<file path="src/design/tmc_pkg.sv">
`timescale 1ns / 1ps
// ----------------------------------------------------------------------------
// Tracker mode controller package
// Shared types, mode codes, register indexes and constants.
// ----------------------------------------------------------------------------
package tmc_pkg;

  localparam logic [7:0]  UNPAIRED_ID = 8'hFF;

  // Mode codes.
  localparam logic [2:0] MODE_INIT    = 3'd0;
  localparam logic [2:0] MODE_PAIRING = 3'd1;
  localparam logic [2:0] MODE_SYNCING = 3'd2;
  localparam logic [2:0] MODE_RUNNING = 3'd3;
  localparam logic [2:0] MODE_SLEEP   = 3'd4;
  localparam logic [2:0] MODE_ERROR   = 3'd5;

  // Link sync report codes.
  localparam logic [1:0] SYNC_NONE   = 2'd0;
  localparam logic [1:0] SYNC_LOST   = 2'd1;
  localparam logic [1:0] SYNC_GAINED = 2'd2;

  // Configuration register indexes.
  localparam logic [2:0] CFG_START_ID       = 3'd0;
  localparam logic [2:0] CFG_START_FAULT    = 3'd1;
  localparam logic [2:0] CFG_PAIRING_TMO    = 3'd2;
  localparam logic [2:0] CFG_SYNC_TMO       = 3'd3;
  localparam logic [2:0] CFG_SLEEP_TMO      = 3'd4;
  localparam logic [2:0] CFG_PAIR_RETRY     = 3'd5;
  localparam logic [2:0] CFG_PAIRING_PRESS  = 3'd6;
  localparam logic [2:0] CFG_SLEEP_PRESS    = 3'd7;

  // Register reset values.
  localparam logic [7:0]  RST_START_ID      = 8'd255;
  localparam logic        RST_START_FAULT   = 1'b0;
  localparam logic [15:0] RST_PAIRING_TMO   = 16'd30000;
  localparam logic [15:0] RST_SYNC_TMO      = 16'd5000;
  localparam logic [15:0] RST_SLEEP_TMO     = 16'd60000;
  localparam logic [15:0] RST_PAIR_RETRY    = 16'd100;
  localparam logic [15:0] RST_PAIRING_PRESS = 16'd5000;
  localparam logic [15:0] RST_SLEEP_PRESS   = 16'd1000;

  // LED blink periods.
  localparam logic [31:0] BLINK_INIT_MS    = 32'd100;
  localparam logic [31:0] BLINK_PAIRING_MS = 32'd500;

  // floor(x / 100) for any 32-bit x is (x * DIV100_MAGIC) >> DIV100_SHIFT.
  localparam logic [31:0] DIV100_MAGIC = 32'h51EB_851F;
  localparam int          DIV100_SHIFT = 37;

  typedef struct packed {
    logic [7:0]  start_id;
    logic        start_fault;
    logic [15:0] pairing_timeout;
    logic [15:0] sync_timeout;
    logic [15:0] sleep_timeout;
    logic [15:0] pair_retry_interval;
    logic [15:0] pairing_press;
    logic [15:0] sleep_press;
  } tmc_cfg_t;

  typedef struct packed {
    logic [31:0] now_ms;
    logic        button_down;
    logic [7:0]  link_id;
    logic [1:0]  sync_report;
    logic        link_ack;
    logic [25:0] hundreds;    // floor(now_ms / 100)
  } tmc_item_t;

  typedef struct packed {
    logic sync_lit;     // syncing pattern has the LED on in this slot
    logic err_toggle;   // error pattern toggles the LED in this slot
  } tmc_phase_t;

  typedef struct packed {
    logic       led_on;
    logic [2:0] mode;
    logic       pair_request;
    logic       save_pairing;
    logic       resync_request;
    logic       sleep_request;
    logic       fuse_enable;
    logic       send_enable;
    logic [7:0] paired_id;
  } tmc_result_t;

endpackage

</file>
<file path="src/design/tmc_in_stage.sv">
`timescale 1ns / 1ps
// ----------------------------------------------------------------------------
// Tracker mode controller input stage
// Input register for one pass; also latches the time in units of 100 ms.
// ----------------------------------------------------------------------------
module tmc_in_stage (
  input  logic              clk_i,
  input  logic              rst_ni,
  input  logic              in_valid_i,
  output logic              in_ready_o,
  input  logic [31:0]       now_ms_i,
  input  logic              button_down_i,
  input  logic [7:0]        link_id_i,
  input  logic [1:0]        sync_report_i,
  input  logic              link_ack_i,
  input  logic              take_i,
  output logic              vld_o,
  output tmc_pkg::tmc_item_t item_o
);
  import tmc_pkg::*;

  logic      vld_q;
  tmc_item_t item_q;
  logic [63:0] prod;
  logic        load;

  assign in_ready_o = !vld_q || take_i;
  assign load       = in_valid_i && in_ready_o;

  // Reciprocal multiply; the quotient is registered with the beat.
  assign prod = 64'(now_ms_i) * 64'(DIV100_MAGIC);

  always_ff @(posedge clk_i or negedge rst_ni) begin
    if (!rst_ni) begin
      vld_q <= 1'b0;
    end else if (load) begin
      vld_q <= 1'b1;
    end else if (take_i) begin
      vld_q <= 1'b0;
    end
  end

  always_ff @(posedge clk_i) begin
    if (load) begin
      item_q.now_ms      <= now_ms_i;
      item_q.button_down <= button_down_i;
      item_q.link_id     <= link_id_i;
      item_q.sync_report <= sync_report_i;
      item_q.link_ack    <= link_ack_i;
      item_q.hundreds    <= prod[DIV100_SHIFT+25:DIV100_SHIFT];
    end
  end

  assign vld_o  = vld_q;
  assign item_o = item_q;

endmodule

</file>
<file path="src/design/tmc_phase.sv">
`timescale 1ns / 1ps
// ----------------------------------------------------------------------------
// Tracker mode controller blink phase
// Slot of the syncing pattern (1 s in 100 ms slots) and the error pattern
// (1.2 s in 200 ms slots) from the time in units of 100 ms.
// ----------------------------------------------------------------------------
module tmc_phase (
  input  logic [25:0]         hundreds_i,
  output tmc_pkg::tmc_phase_t phase_o
);
  import tmc_pkg::*;

  // Residue mod 15: since 16 is 1 mod 15, the nibble sum keeps the residue.
  function automatic logic [3:0] mod15(input logic [27:0] x);
    logic [6:0] s;
    logic [4:0] t;
    s = 7'd0;
    for (int i = 0; i < 7; i++) begin
      s = s + 7'(x[4*i +: 4]);
    end
    t = 5'(s[6:4]) + 5'(s[3:0]);
    if (t >= 5'd15) begin
      t = t - 5'd15;
    end
    return t[3:0];
  endfunction

  logic [24:0] twohundreds;
  logic [3:0]  r_s, r_e;
  logic [3:0]  r5;
  logic [3:0]  r3;

  assign twohundreds = hundreds_i[25:1];

  always_comb begin
    r_s = mod15({2'b00, hundreds_i});
    r_e = mod15({3'b000, twohundreds});
    if (r_s >= 4'd10) begin
      r5 = r_s - 4'd10;
    end else if (r_s >= 4'd5) begin
      r5 = r_s - 4'd5;
    end else begin
      r5 = r_s;
    end
    if (r_e >= 4'd12) begin
      r3 = r_e - 4'd12;
    end else if (r_e >= 4'd9) begin
      r3 = r_e - 4'd9;
    end else if (r_e >= 4'd6) begin
      r3 = r_e - 4'd6;
    end else if (r_e >= 4'd3) begin
      r3 = r_e - 4'd3;
    end else begin
      r3 = r_e;
    end
    // Slot 0 or 2 of ten: even, and 0 or 2 mod 5.
    phase_o.sync_lit = !hundreds_i[0] && (r5 == 4'd0 || r5 == 4'd2);
    // Slots 0..2 of six, by parity and residue mod 3.
    phase_o.err_toggle = (!twohundreds[0] && r3 == 4'd0) ||
                         ( twohundreds[0] && r3 == 4'd1) ||
                         (!twohundreds[0] && r3 == 4'd2);
  end

endmodule

</file>
<file path="src/design/tmc_core.sv">
`timescale 1ns / 1ps
// ----------------------------------------------------------------------------
// Tracker mode controller core
// Mode machine state and the complete update for one main-loop pass.
// ----------------------------------------------------------------------------
module tmc_core (
  input  logic                 clk_i,
  input  logic                 rst_ni,
  input  logic                 adv_i,
  input  tmc_pkg::tmc_item_t   item_i,
  input  tmc_pkg::tmc_phase_t  phase_i,
  input  tmc_pkg::tmc_cfg_t    cfg_i,
  output tmc_pkg::tmc_result_t res_o
);
  import tmc_pkg::*;

  logic        started_q, started_d;
  logic [2:0]  mode_q, mode_d;
  logic [31:0] entry_q, entry_d;
  logic [31:0] last_sync_q, last_sync_d;
  logic [31:0] last_act_q, last_act_d;
  logic [31:0] last_blink_q, last_blink_d;
  logic [31:0] last_strobe_q, last_strobe_d;
  logic [31:0] press_start_q, press_start_d;
  logic        held_q, held_d;
  logic        lamp_q, lamp_d;
  logic        synced_q, synced_d;
  logic [7:0]  own_q, own_d;

  logic [31:0] now;
  logic [31:0] dur;
  logic        pair_req, save, resync, sleep_req;

  assign now = item_i.now_ms;

  always_comb begin
    started_d     = started_q;
    mode_d        = mode_q;
    entry_d       = entry_q;
    last_sync_d   = last_sync_q;
    last_act_d    = last_act_q;
    last_blink_d  = last_blink_q;
    last_strobe_d = last_strobe_q;
    press_start_d = press_start_q;
    held_d        = held_q;
    lamp_d        = lamp_q;
    synced_d      = synced_q;
    own_d         = own_q;
    pair_req      = 1'b0;
    save          = 1'b0;
    resync        = 1'b0;
    sleep_req     = 1'b0;
    dur           = now - press_start_q;

    // First pass after reset picks the starting mode.
    if (!started_q) begin
      started_d   = 1'b1;
      own_d       = cfg_i.start_id;
      if (cfg_i.start_id == UNPAIRED_ID) begin
        mode_d = MODE_PAIRING;
      end else if (cfg_i.start_fault) begin
        mode_d = MODE_ERROR;
      end else begin
        mode_d = MODE_SYNCING;
      end
      entry_d     = now;
      last_sync_d = now;
      last_act_d  = now;
    end

    // Button: a release after a long press changes mode.
    if (item_i.button_down && !held_q) begin
      held_d        = 1'b1;
      press_start_d = now;
    end else if (!item_i.button_down && held_q) begin
      held_d = 1'b0;
      if (dur > 32'(cfg_i.pairing_press)) begin
        mode_d  = MODE_PAIRING;
        entry_d = now;
      end else if (dur > 32'(cfg_i.sleep_press)) begin
        mode_d  = MODE_SLEEP;
        entry_d = now;
      end
    end

    // Indicator.
    case (mode_d)
      MODE_INIT: begin
        if (now - last_blink_q > BLINK_INIT_MS) begin
          lamp_d       = !lamp_q;
          last_blink_d = now;
        end
      end
      MODE_PAIRING: begin
        if (now - last_blink_q > BLINK_PAIRING_MS) begin
          lamp_d       = !lamp_q;
          last_blink_d = now;
        end
      end
      MODE_SYNCING: lamp_d = phase_i.sync_lit;
      MODE_RUNNING: lamp_d = 1'b1;
      MODE_SLEEP:   lamp_d = 1'b0;
      MODE_ERROR:   lamp_d = phase_i.err_toggle ? !lamp_q : 1'b0;
      default: ;
    endcase

    // Mode machine.
    case (mode_d)
      MODE_INIT: begin
        mode_d  = (own_d != UNPAIRED_ID) ? MODE_SYNCING : MODE_PAIRING;
        entry_d = now;
      end
      MODE_PAIRING: begin
        if (now - entry_d > 32'(cfg_i.pairing_timeout)) begin
          // Giving up keeps the old entry time.
          mode_d = (own_d != UNPAIRED_ID) ? MODE_SYNCING : MODE_ERROR;
        end else begin
          if (now - last_strobe_q > 32'(cfg_i.pair_retry_interval)) begin
            pair_req      = 1'b1;
            last_strobe_d = now;
          end
          if (item_i.link_id != UNPAIRED_ID && item_i.link_id != own_d) begin
            own_d   = item_i.link_id;
            save    = 1'b1;
            mode_d  = MODE_SYNCING;
            entry_d = now;
          end
        end
      end
      MODE_SYNCING: begin
        if (synced_q) begin
          mode_d  = MODE_RUNNING;
          entry_d = now;
        end else if (now - entry_d > 32'(cfg_i.sync_timeout)) begin
          resync  = 1'b1;
          entry_d = now;
        end
      end
      MODE_RUNNING: begin
        if (!synced_q && (now - last_sync_d > 32'(cfg_i.sync_timeout))) begin
          mode_d  = MODE_SYNCING;
          entry_d = now;
        end
        if (now - last_act_d > 32'(cfg_i.sleep_timeout)) begin
          mode_d  = MODE_SLEEP;
          entry_d = now;
        end
      end
      MODE_SLEEP: begin
        sleep_req = 1'b1;
        lamp_d    = 1'b0;
        mode_d    = MODE_SYNCING;
        entry_d   = now;
      end
      default: ;
    endcase

    // Link events reported after the pass.
    case (item_i.sync_report)
      SYNC_LOST: synced_d = 1'b0;
      SYNC_GAINED: begin
        synced_d    = 1'b1;
        last_sync_d = now;
        if (mode_d == MODE_SYNCING) begin
          mode_d = MODE_RUNNING;
        end
      end
      default: ;
    endcase
    if (item_i.link_ack) begin
      last_act_d = now;
    end

    res_o.led_on         = lamp_d;
    res_o.mode           = mode_d;
    res_o.pair_request   = pair_req;
    res_o.save_pairing   = save;
    res_o.resync_request = resync;
    res_o.sleep_request  = sleep_req;
    res_o.fuse_enable    = (mode_d == MODE_RUNNING) || (mode_d == MODE_SYNCING);
    res_o.send_enable    = (mode_d == MODE_RUNNING) && synced_d &&
                           (own_d != UNPAIRED_ID);
    res_o.paired_id      = own_d;
  end

  always_ff @(posedge clk_i or negedge rst_ni) begin
    if (!rst_ni) begin
      started_q     <= 1'b0;
      mode_q        <= MODE_INIT;
      entry_q       <= 32'd0;
      last_sync_q   <= 32'd0;
      last_act_q    <= 32'd0;
      last_blink_q  <= 32'd0;
      last_strobe_q <= 32'd0;
      press_start_q <= 32'd0;
      held_q        <= 1'b0;
      lamp_q        <= 1'b1;
      synced_q      <= 1'b0;
      own_q         <= UNPAIRED_ID;
    end else if (adv_i) begin
      started_q     <= started_d;
      mode_q        <= mode_d;
      entry_q       <= entry_d;
      last_sync_q   <= last_sync_d;
      last_act_q    <= last_act_d;
      last_blink_q  <= last_blink_d;
      last_strobe_q <= last_strobe_d;
      press_start_q <= press_start_d;
      held_q        <= held_d;
      lamp_q        <= lamp_d;
      synced_q      <= synced_d;
      own_q         <= own_d;
    end
  end

endmodule

</file>
<file path="src/design/tracker_mode_controller.sv">
`timescale 1ns / 1ps
// ----------------------------------------------------------------------------
// Tracker mode controller
// One main-loop pass per input beat: button, indicator, mode machine and
// link events; one result beat per pass.
//
//   Channel   Direction  Signals
//   input     in         in_valid_i / in_ready_o, now_ms_i .. link_ack_i
//   result    out        out_valid_o / out_ready_i, led_on_o .. paired_id_o
//   config    in         cfg_we_i, cfg_idx_i, cfg_wdata_i (no handshake)
//
// A pass goes from input beat to result beat through the input register
// (with the divide-by-100 multiplier) and the pass logic ahead of the
// result register. One beat is accepted every cycle when results drain.
// Reset clears the mode state; the first pass afterwards picks the start mode.
// A stalled result holds the pass; the input register still takes one beat.
// ----------------------------------------------------------------------------
module tracker_mode_controller (
  input  logic        clk_i,
  input  logic        rst_ni,
  input  logic        cfg_we_i,
  input  logic [2:0]  cfg_idx_i,
  input  logic [15:0] cfg_wdata_i,
  input  logic        in_valid_i,
  output logic        in_ready_o,
  input  logic [31:0] now_ms_i,
  input  logic        button_down_i,
  input  logic [7:0]  link_id_i,
  input  logic [1:0]  sync_report_i,
  input  logic        link_ack_i,
  output logic        out_valid_o,
  input  logic        out_ready_i,
  output logic        led_on_o,
  output logic [2:0]  mode_o,
  output logic        pair_request_o,
  output logic        save_pairing_o,
  output logic        resync_request_o,
  output logic        sleep_request_o,
  output logic        fuse_enable_o,
  output logic        send_enable_o,
  output logic [7:0]  paired_id_o
);
  import tmc_pkg::*;

  tmc_cfg_t    cfg_q;
  tmc_item_t   item;
  tmc_phase_t  phase;
  tmc_result_t res;
  tmc_result_t res_q;
  logic        item_vld;
  logic        adv;
  logic        out_vld_q;

  always_ff @(posedge clk_i or negedge rst_ni) begin
    if (!rst_ni) begin
      cfg_q.start_id            <= RST_START_ID;
      cfg_q.start_fault         <= RST_START_FAULT;
      cfg_q.pairing_timeout     <= RST_PAIRING_TMO;
      cfg_q.sync_timeout        <= RST_SYNC_TMO;
      cfg_q.sleep_timeout       <= RST_SLEEP_TMO;
      cfg_q.pair_retry_interval <= RST_PAIR_RETRY;
      cfg_q.pairing_press       <= RST_PAIRING_PRESS;
      cfg_q.sleep_press         <= RST_SLEEP_PRESS;
    end else if (cfg_we_i) begin
      case (cfg_idx_i)
        CFG_START_ID:      cfg_q.start_id            <= cfg_wdata_i[7:0];
        CFG_START_FAULT:   cfg_q.start_fault         <= cfg_wdata_i[0];
        CFG_PAIRING_TMO:   cfg_q.pairing_timeout     <= cfg_wdata_i;
        CFG_SYNC_TMO:      cfg_q.sync_timeout        <= cfg_wdata_i;
        CFG_SLEEP_TMO:     cfg_q.sleep_timeout       <= cfg_wdata_i;
        CFG_PAIR_RETRY:    cfg_q.pair_retry_interval <= cfg_wdata_i;
        CFG_PAIRING_PRESS: cfg_q.pairing_press       <= cfg_wdata_i;
        CFG_SLEEP_PRESS:   cfg_q.sleep_press         <= cfg_wdata_i;
        default: ;
      endcase
    end
  end

  // The pass runs when its input is held and the result slot is free or draining.
  assign adv = item_vld && (!out_vld_q || out_ready_i);

  tmc_in_stage u_in (
    .clk_i         (clk_i),
    .rst_ni        (rst_ni),
    .in_valid_i    (in_valid_i),
    .in_ready_o    (in_ready_o),
    .now_ms_i      (now_ms_i),
    .button_down_i (button_down_i),
    .link_id_i     (link_id_i),
    .sync_report_i (sync_report_i),
    .link_ack_i    (link_ack_i),
    .take_i        (adv),
    .vld_o         (item_vld),
    .item_o        (item)
  );

  tmc_phase u_phase (
    .hundreds_i (item.hundreds),
    .phase_o    (phase)
  );

  tmc_core u_core (
    .clk_i   (clk_i),
    .rst_ni  (rst_ni),
    .adv_i   (adv),
    .item_i  (item),
    .phase_i (phase),
    .cfg_i   (cfg_q),
    .res_o   (res)
  );

  always_ff @(posedge clk_i or negedge rst_ni) begin
    if (!rst_ni) begin
      out_vld_q <= 1'b0;
    end else if (adv) begin
      out_vld_q <= 1'b1;
    end else if (out_ready_i) begin
      out_vld_q <= 1'b0;
    end
  end

  always_ff @(posedge clk_i) begin
    if (adv) begin
      res_q <= res;
    end
  end

  assign out_valid_o      = out_vld_q;
  assign led_on_o         = res_q.led_on;
  assign mode_o           = res_q.mode;
  assign pair_request_o   = res_q.pair_request;
  assign save_pairing_o   = res_q.save_pairing;
  assign resync_request_o = res_q.resync_request;
  assign sleep_request_o  = res_q.sleep_request;
  assign fuse_enable_o    = res_q.fuse_enable;
  assign send_enable_o    = res_q.send_enable;
  assign paired_id_o      = res_q.paired_id;

  a_send_needs_running: assert property (@(posedge clk_i) disable iff (!rst_ni)
    out_valid_o && send_enable_o |-> mode_o == MODE_RUNNING &&
                                     paired_id_o != UNPAIRED_ID)
    else $error("send enable outside running or while unpaired");

  a_fuse_matches_mode: assert property (@(posedge clk_i) disable iff (!rst_ni)
    out_valid_o |-> fuse_enable_o ==
                    (mode_o == MODE_RUNNING || mode_o == MODE_SYNCING))
    else $error("fuse enable disagrees with mode");

  a_sleep_pass: assert property (@(posedge clk_i) disable iff (!rst_ni)
    out_valid_o && sleep_request_o |-> !led_on_o &&
      (mode_o == MODE_SYNCING || mode_o == MODE_RUNNING))
    else $error("sleep pass left LED on or wrong mode");

  a_stall_only_when_full: assert property (@(posedge clk_i) disable iff (!rst_ni)
    !in_ready_o |-> out_valid_o && !out_ready_i)
    else $error("input stalled while result slot could drain");

  a_result_on_pass: assert property (@(posedge clk_i) disable iff (!rst_ni)
    adv |=> out_valid_o)
    else $error("pass did not produce a result beat");

endmodule

</file>
<file path="config.mk">
export PLATFORM = sky130hd
export DESIGN_NAME = tracker_mode_controller
export DESIGN_NICKNAME = d
export VERILOG_FILES = /design/src/design/tmc_pkg.sv /design/src/design/tmc_in_stage.sv /design/src/design/tmc_phase.sv /design/src/design/tmc_core.sv /design/src/design/tracker_mode_controller.sv
export SDC_FILE = /design/constraint.sdc
export NUM_CORES = 2
export LEC_CHECK = 0
export BUFFER_PORTS_ARGS = -buffer_cell sky130_fd_sc_hd__clkbuf_2
export CAP_MARGIN = 40
export CORE_AREA = 3 3 292 294
export DETAILED_ROUTE_END_ITERATION = 10
export DIE_AREA = 0 0 295 297
export PLACE_DENSITY = 0.82
export REMOVE_ABC_BUFFERS = 1
export SLEW_MARGIN = 20
export SYNTH_ARGS = -nofsm -noshare
export SYNTH_HDL_FRONTEND = slang
export SYNTH_SLANG_ARGS = --single-unit
</file>
<file path="constraint.sdc">
create_clock -name clk_i -period 8.1 [get_ports clk_i]
set_input_delay 1.62 -clock clk_i [delete_from_list [all_inputs] [get_ports clk_i]]
set_output_delay 1.62 -clock clk_i [all_outputs]
set_load 0.01 [all_outputs]
</file>
==> flow_summary.yaml <==
cells_and_area:
  seq_area_um2: 10600
  fillers: 5903
  drive_gt1_share_pct: 23.4
  final_nets: 6801
  fin_util_pct: 69.8
  area_delta_synth_final_pct: 19.3
  multi_input_area_um2: 36000
  fin_area_um2: 58100
placement:
  port_buffers: 87
  hpwlAfterDp_um: 115000
  place_area_um2: 54300
  gpl.final_weighted_congestion: 0.976
synthesis:
  synth-seq-cells: 402
  synth_edf_count: 88
  avgSynthCellArea_um2: 9.82
  syn-cell-area_um2: 48700
  syn_inst: 4958
  ys_types: 104
  synth_ff_type: "dfrtp_1"
  ys_seq_area_share_pct: 21.7
  ys_warn_count: 0
  async_flop_share_pct: 78.1
critical_path:
  critPathKind: "flip-flop to flip-flop"
  path_max_fanout: 7
  crit_slowest_cell: "edfxtp_1"
  startpoint_type: "flip-flop"
  end_kind: "flip-flop"
  slowest_delay_ns: 0.39
  reg2reg_slack_ns: -0.89
  crit_buf_inv: 10
  required_ns: 8.59
  arrival_ns: 9.49
  worst_path_most_repeated_cell: "buf_4"
  cp_top_family: "compound AO/OA/AOI/OAI gates"
detailed_routing:
  vias_per_cell: 6.12
  vias: 40900
  detail_route.iter0.violations: 3461
  wl_per_cell_um: 22.4
  drc_errors: 0
  ant_nets: 0
  dr.pass1.iters: 5
  drt-total-wl_um: 150000
floorplanning:
  initial_core_util_pct: 58.6
  io_pins: 88
  die_y_um: 297
  coreArea_um2: 83200
  rows: 106
  die-area_um2: 87600
  chipWidth_um: 295
outcome:
  violations: "setup timing"
  status: "complete, but fails checks"
cts:
  clockRootBuffer: "clkbuf_16"
  numClockSinks: 402
  worstSkewPairLatency_ns: 0.63
  clock_path_buffers: 3
  clk_pin_slew_ns: 0.06
  cts_tree: "built"
  cts_buffers: 48
  htreeDepth: 2
grt:
  antenna_found_initial: 3
  grt_usage_pct: 33.4
  top_usage_layer: "met2"
  met1_usage_pct: 40.3
  grt_pass1_vias: 42400
  grtUsageMet3_pct: 4.68
  grt_overflow: 0
  grt_pass1_wl_um: 230000
  met2_usage_pct: 57.2
  grt_max_degree: 132
timing:
  clock_skew_ns: 0.0410
  fmax_mhz: 111
  setup-violations-final: 91
  worst_pin_slew_ns: 0.859
  slew_headroom_pct: 42.8
  rsz0062_at_grt: "yes"
  finalHoldViolCount: 0
  period_share_pct: 111
  worst_slack_ns: -0.894
  min_period_ns: 8.99
  report.final.slew_viol_count: 0
flow_run:
  maxCapViolCount: 0
min_path:
  hold_class: "flip-flop to flip-flop"
==> stage by stage <==
stage | std cells | worst slack, ns | hold slack [ns] | TNS (ns)
finish | 6686 | -0.894 | 0.490 | -71.94
global route | 6685 | -1.13 | 0.509 | -95.66
CTS | 6666 | -0.390 | 0.493 | -26.27
detailed placement | 6541 | -1.50 | 0.471 | -103.46
global placement | 6532 | -1.17 | 0.463 | -78.54
floorplan | 4855 | -1.28 | 0.450 | -90.57
==> worst register-to-register path, delay by kind of cell (launching register included) <==
family	cells	cell delay [ns]
buffers and inverters	10	1.51
adders and majority gates	4	1.09
and+or+nand+nor	9	2.07
xor gates and xnor gates	1	0.11
muxes	2	0.55
DFF	1	0.39
AOI/OAI and AO/OA	17	3.18
==> final cells by class <==
cell class | count | area share [%]
Clock buffer | 67 | 2.31
Antenna cell | 1 | 0.00431
Inverter | 849 | 5.49
Timing Repair Buffer | 660 | 9.30
Multi-Input combinational cell | 3604 | 61.9
Clock inverter | 23 | 0.467
Sequential cell | 402 | 18.2
Tap cell | 1080 | 2.33
==> kinds of logic (layout without fill, tap and decap cells) <==
logic type / after synthesis / count (layout) / share of synthesized area [%]
other: 0 / 1 / 0
AND/OR/NAND/NOR: 932 / 932 / 10.0
AO/OA/AOI/OAI: 1003 / 1003 / 13.2
XOR/XNOR: 164 / 164 / 2.95
multiplexers: 337 / 337 / 8.03
buffers and inverters: 952 / 1599 / 7.50
adder cells (fa/ha/maj): 1168 / 1168 / 36.6
flip-flops: 402 / 402 / 21.7
==> state kept, by name (all words and copies together), names as in the netlist, 3 cells and up <==
register,flops
cfg_q,105
mode_o,3
paired_id_o,8
u_core.entry_q,32
u_core.last_act_q,32
u_core.last_blink_q,32
u_core.last_strobe_q,32
u_core.last_sync_q,32
u_core.mode_q,3
u_core.own_q,8
u_core.press_start_q,32
u_in.item_o,70
==> layout by cell type (no fill, tap or decap), drive strengths merged, types with 35 or more instances in the layout <==
master	n
a211oi	39
a21o	100
a21oi	332
and3	35
buf	581
clkbuf	145
dfrtp	264
dfstp	50
edfxtp	88
fa	426
ha	742
inv	851
mux2	273
mux2i	64
nand2	224
nand2b	45
nand3	70
nand4	73
nor2	182
nor2b	84
nor3	76
o211ai	36
o21a	48
o21ai	195
xnor2	111
xor2	53
==> repair_timing <==
| action | in CTS | in global routing |
|---|---|---|
| endpoints found under the hold margin | 0 | 0 |
| cloned | 6 | 0 |
| pin swaps | 84 | 101 |
| resized for setup | 200 | 158 |
| hold buffers | 0 | 0 |
| buffers inserted | 32 | 25 |
| setup endpoints to repair | 105 | 105 |
==> per-layer routing <==
metal,up-vias,wire [um],part of all wire [%]
met5,-,23,0.015
met4,4,10400,6.9
met3,550,9880,6.6
met2,1746,72900,49
met1,20200,56600,38
li1,18400,-,-
==> final timing paths <==
| path | from | depth (start not counted) | endpoint |
|---|---|---|---|
| setup / recovery | u_in.item_o[40] | 43 | u_core.entry_q[21] |
| hold / removal | u_in.vld_o | 1 | out_valid_o |
| setup reg to reg | u_in.item_o[40] | 43 | u_core.entry_q[21] |
| hold reg to reg | u_in.vld_o | 1 | out_valid_o |
| max in group asynchronous | rst_ni | 4 | cfg_q[38] |
| min in group asynchronous | rst_ni | 1 | cfg_q[13] |
==> synthesized netlist by cell type (all sizes together), types with 13 or more instances <==
| master | n | area (um^2) |
|---|---|---|
| mux2 | 273 | 3270 |
| a2111oi | 19 | 173 |
| xor2 | 53 | 464 |
| clkbuf | 74 | 279 |
| nor3 | 76 | 380 |
| o211ai | 36 | 270 |
| xnor2 | 111 | 972 |
| or3 | 23 | 144 |
| and3 | 35 | 219 |
| o21bai | 26 | 199 |
| a211oi | 39 | 293 |
| buf | 29 | 189 |
| o31ai | 21 | 163 |
| or2 | 14 | 87.6 |
| o2111ai | 13 | 114 |
| nor4 | 23 | 159 |
| and2 | 13 | 81.3 |
| nand4 | 73 | 472 |
| dfrtp | 264 | 6610 |
| nor2 | 182 | 691 |
| nand2 | 224 | 841 |
| dfstp | 50 | 1310 |
| a21oi | 332 | 1670 |
| a31oi | 32 | 215 |
| inv | 849 | 3190 |
| ha | 742 | 9280 |
| nand3 | 70 | 350 |
| nand2b | 45 | 282 |
| mux2i | 64 | 641 |
| o21a | 48 | 360 |
| fa | 426 | 8530 |
| o21ai | 195 | 991 |
| nor2b | 84 | 526 |
| a21o | 100 | 751 |
| edfxtp | 88 | 2640 |
Power is not shown: default switching activity piles up to over one toggle a cycle in this logic, so the estimate is an artifact.
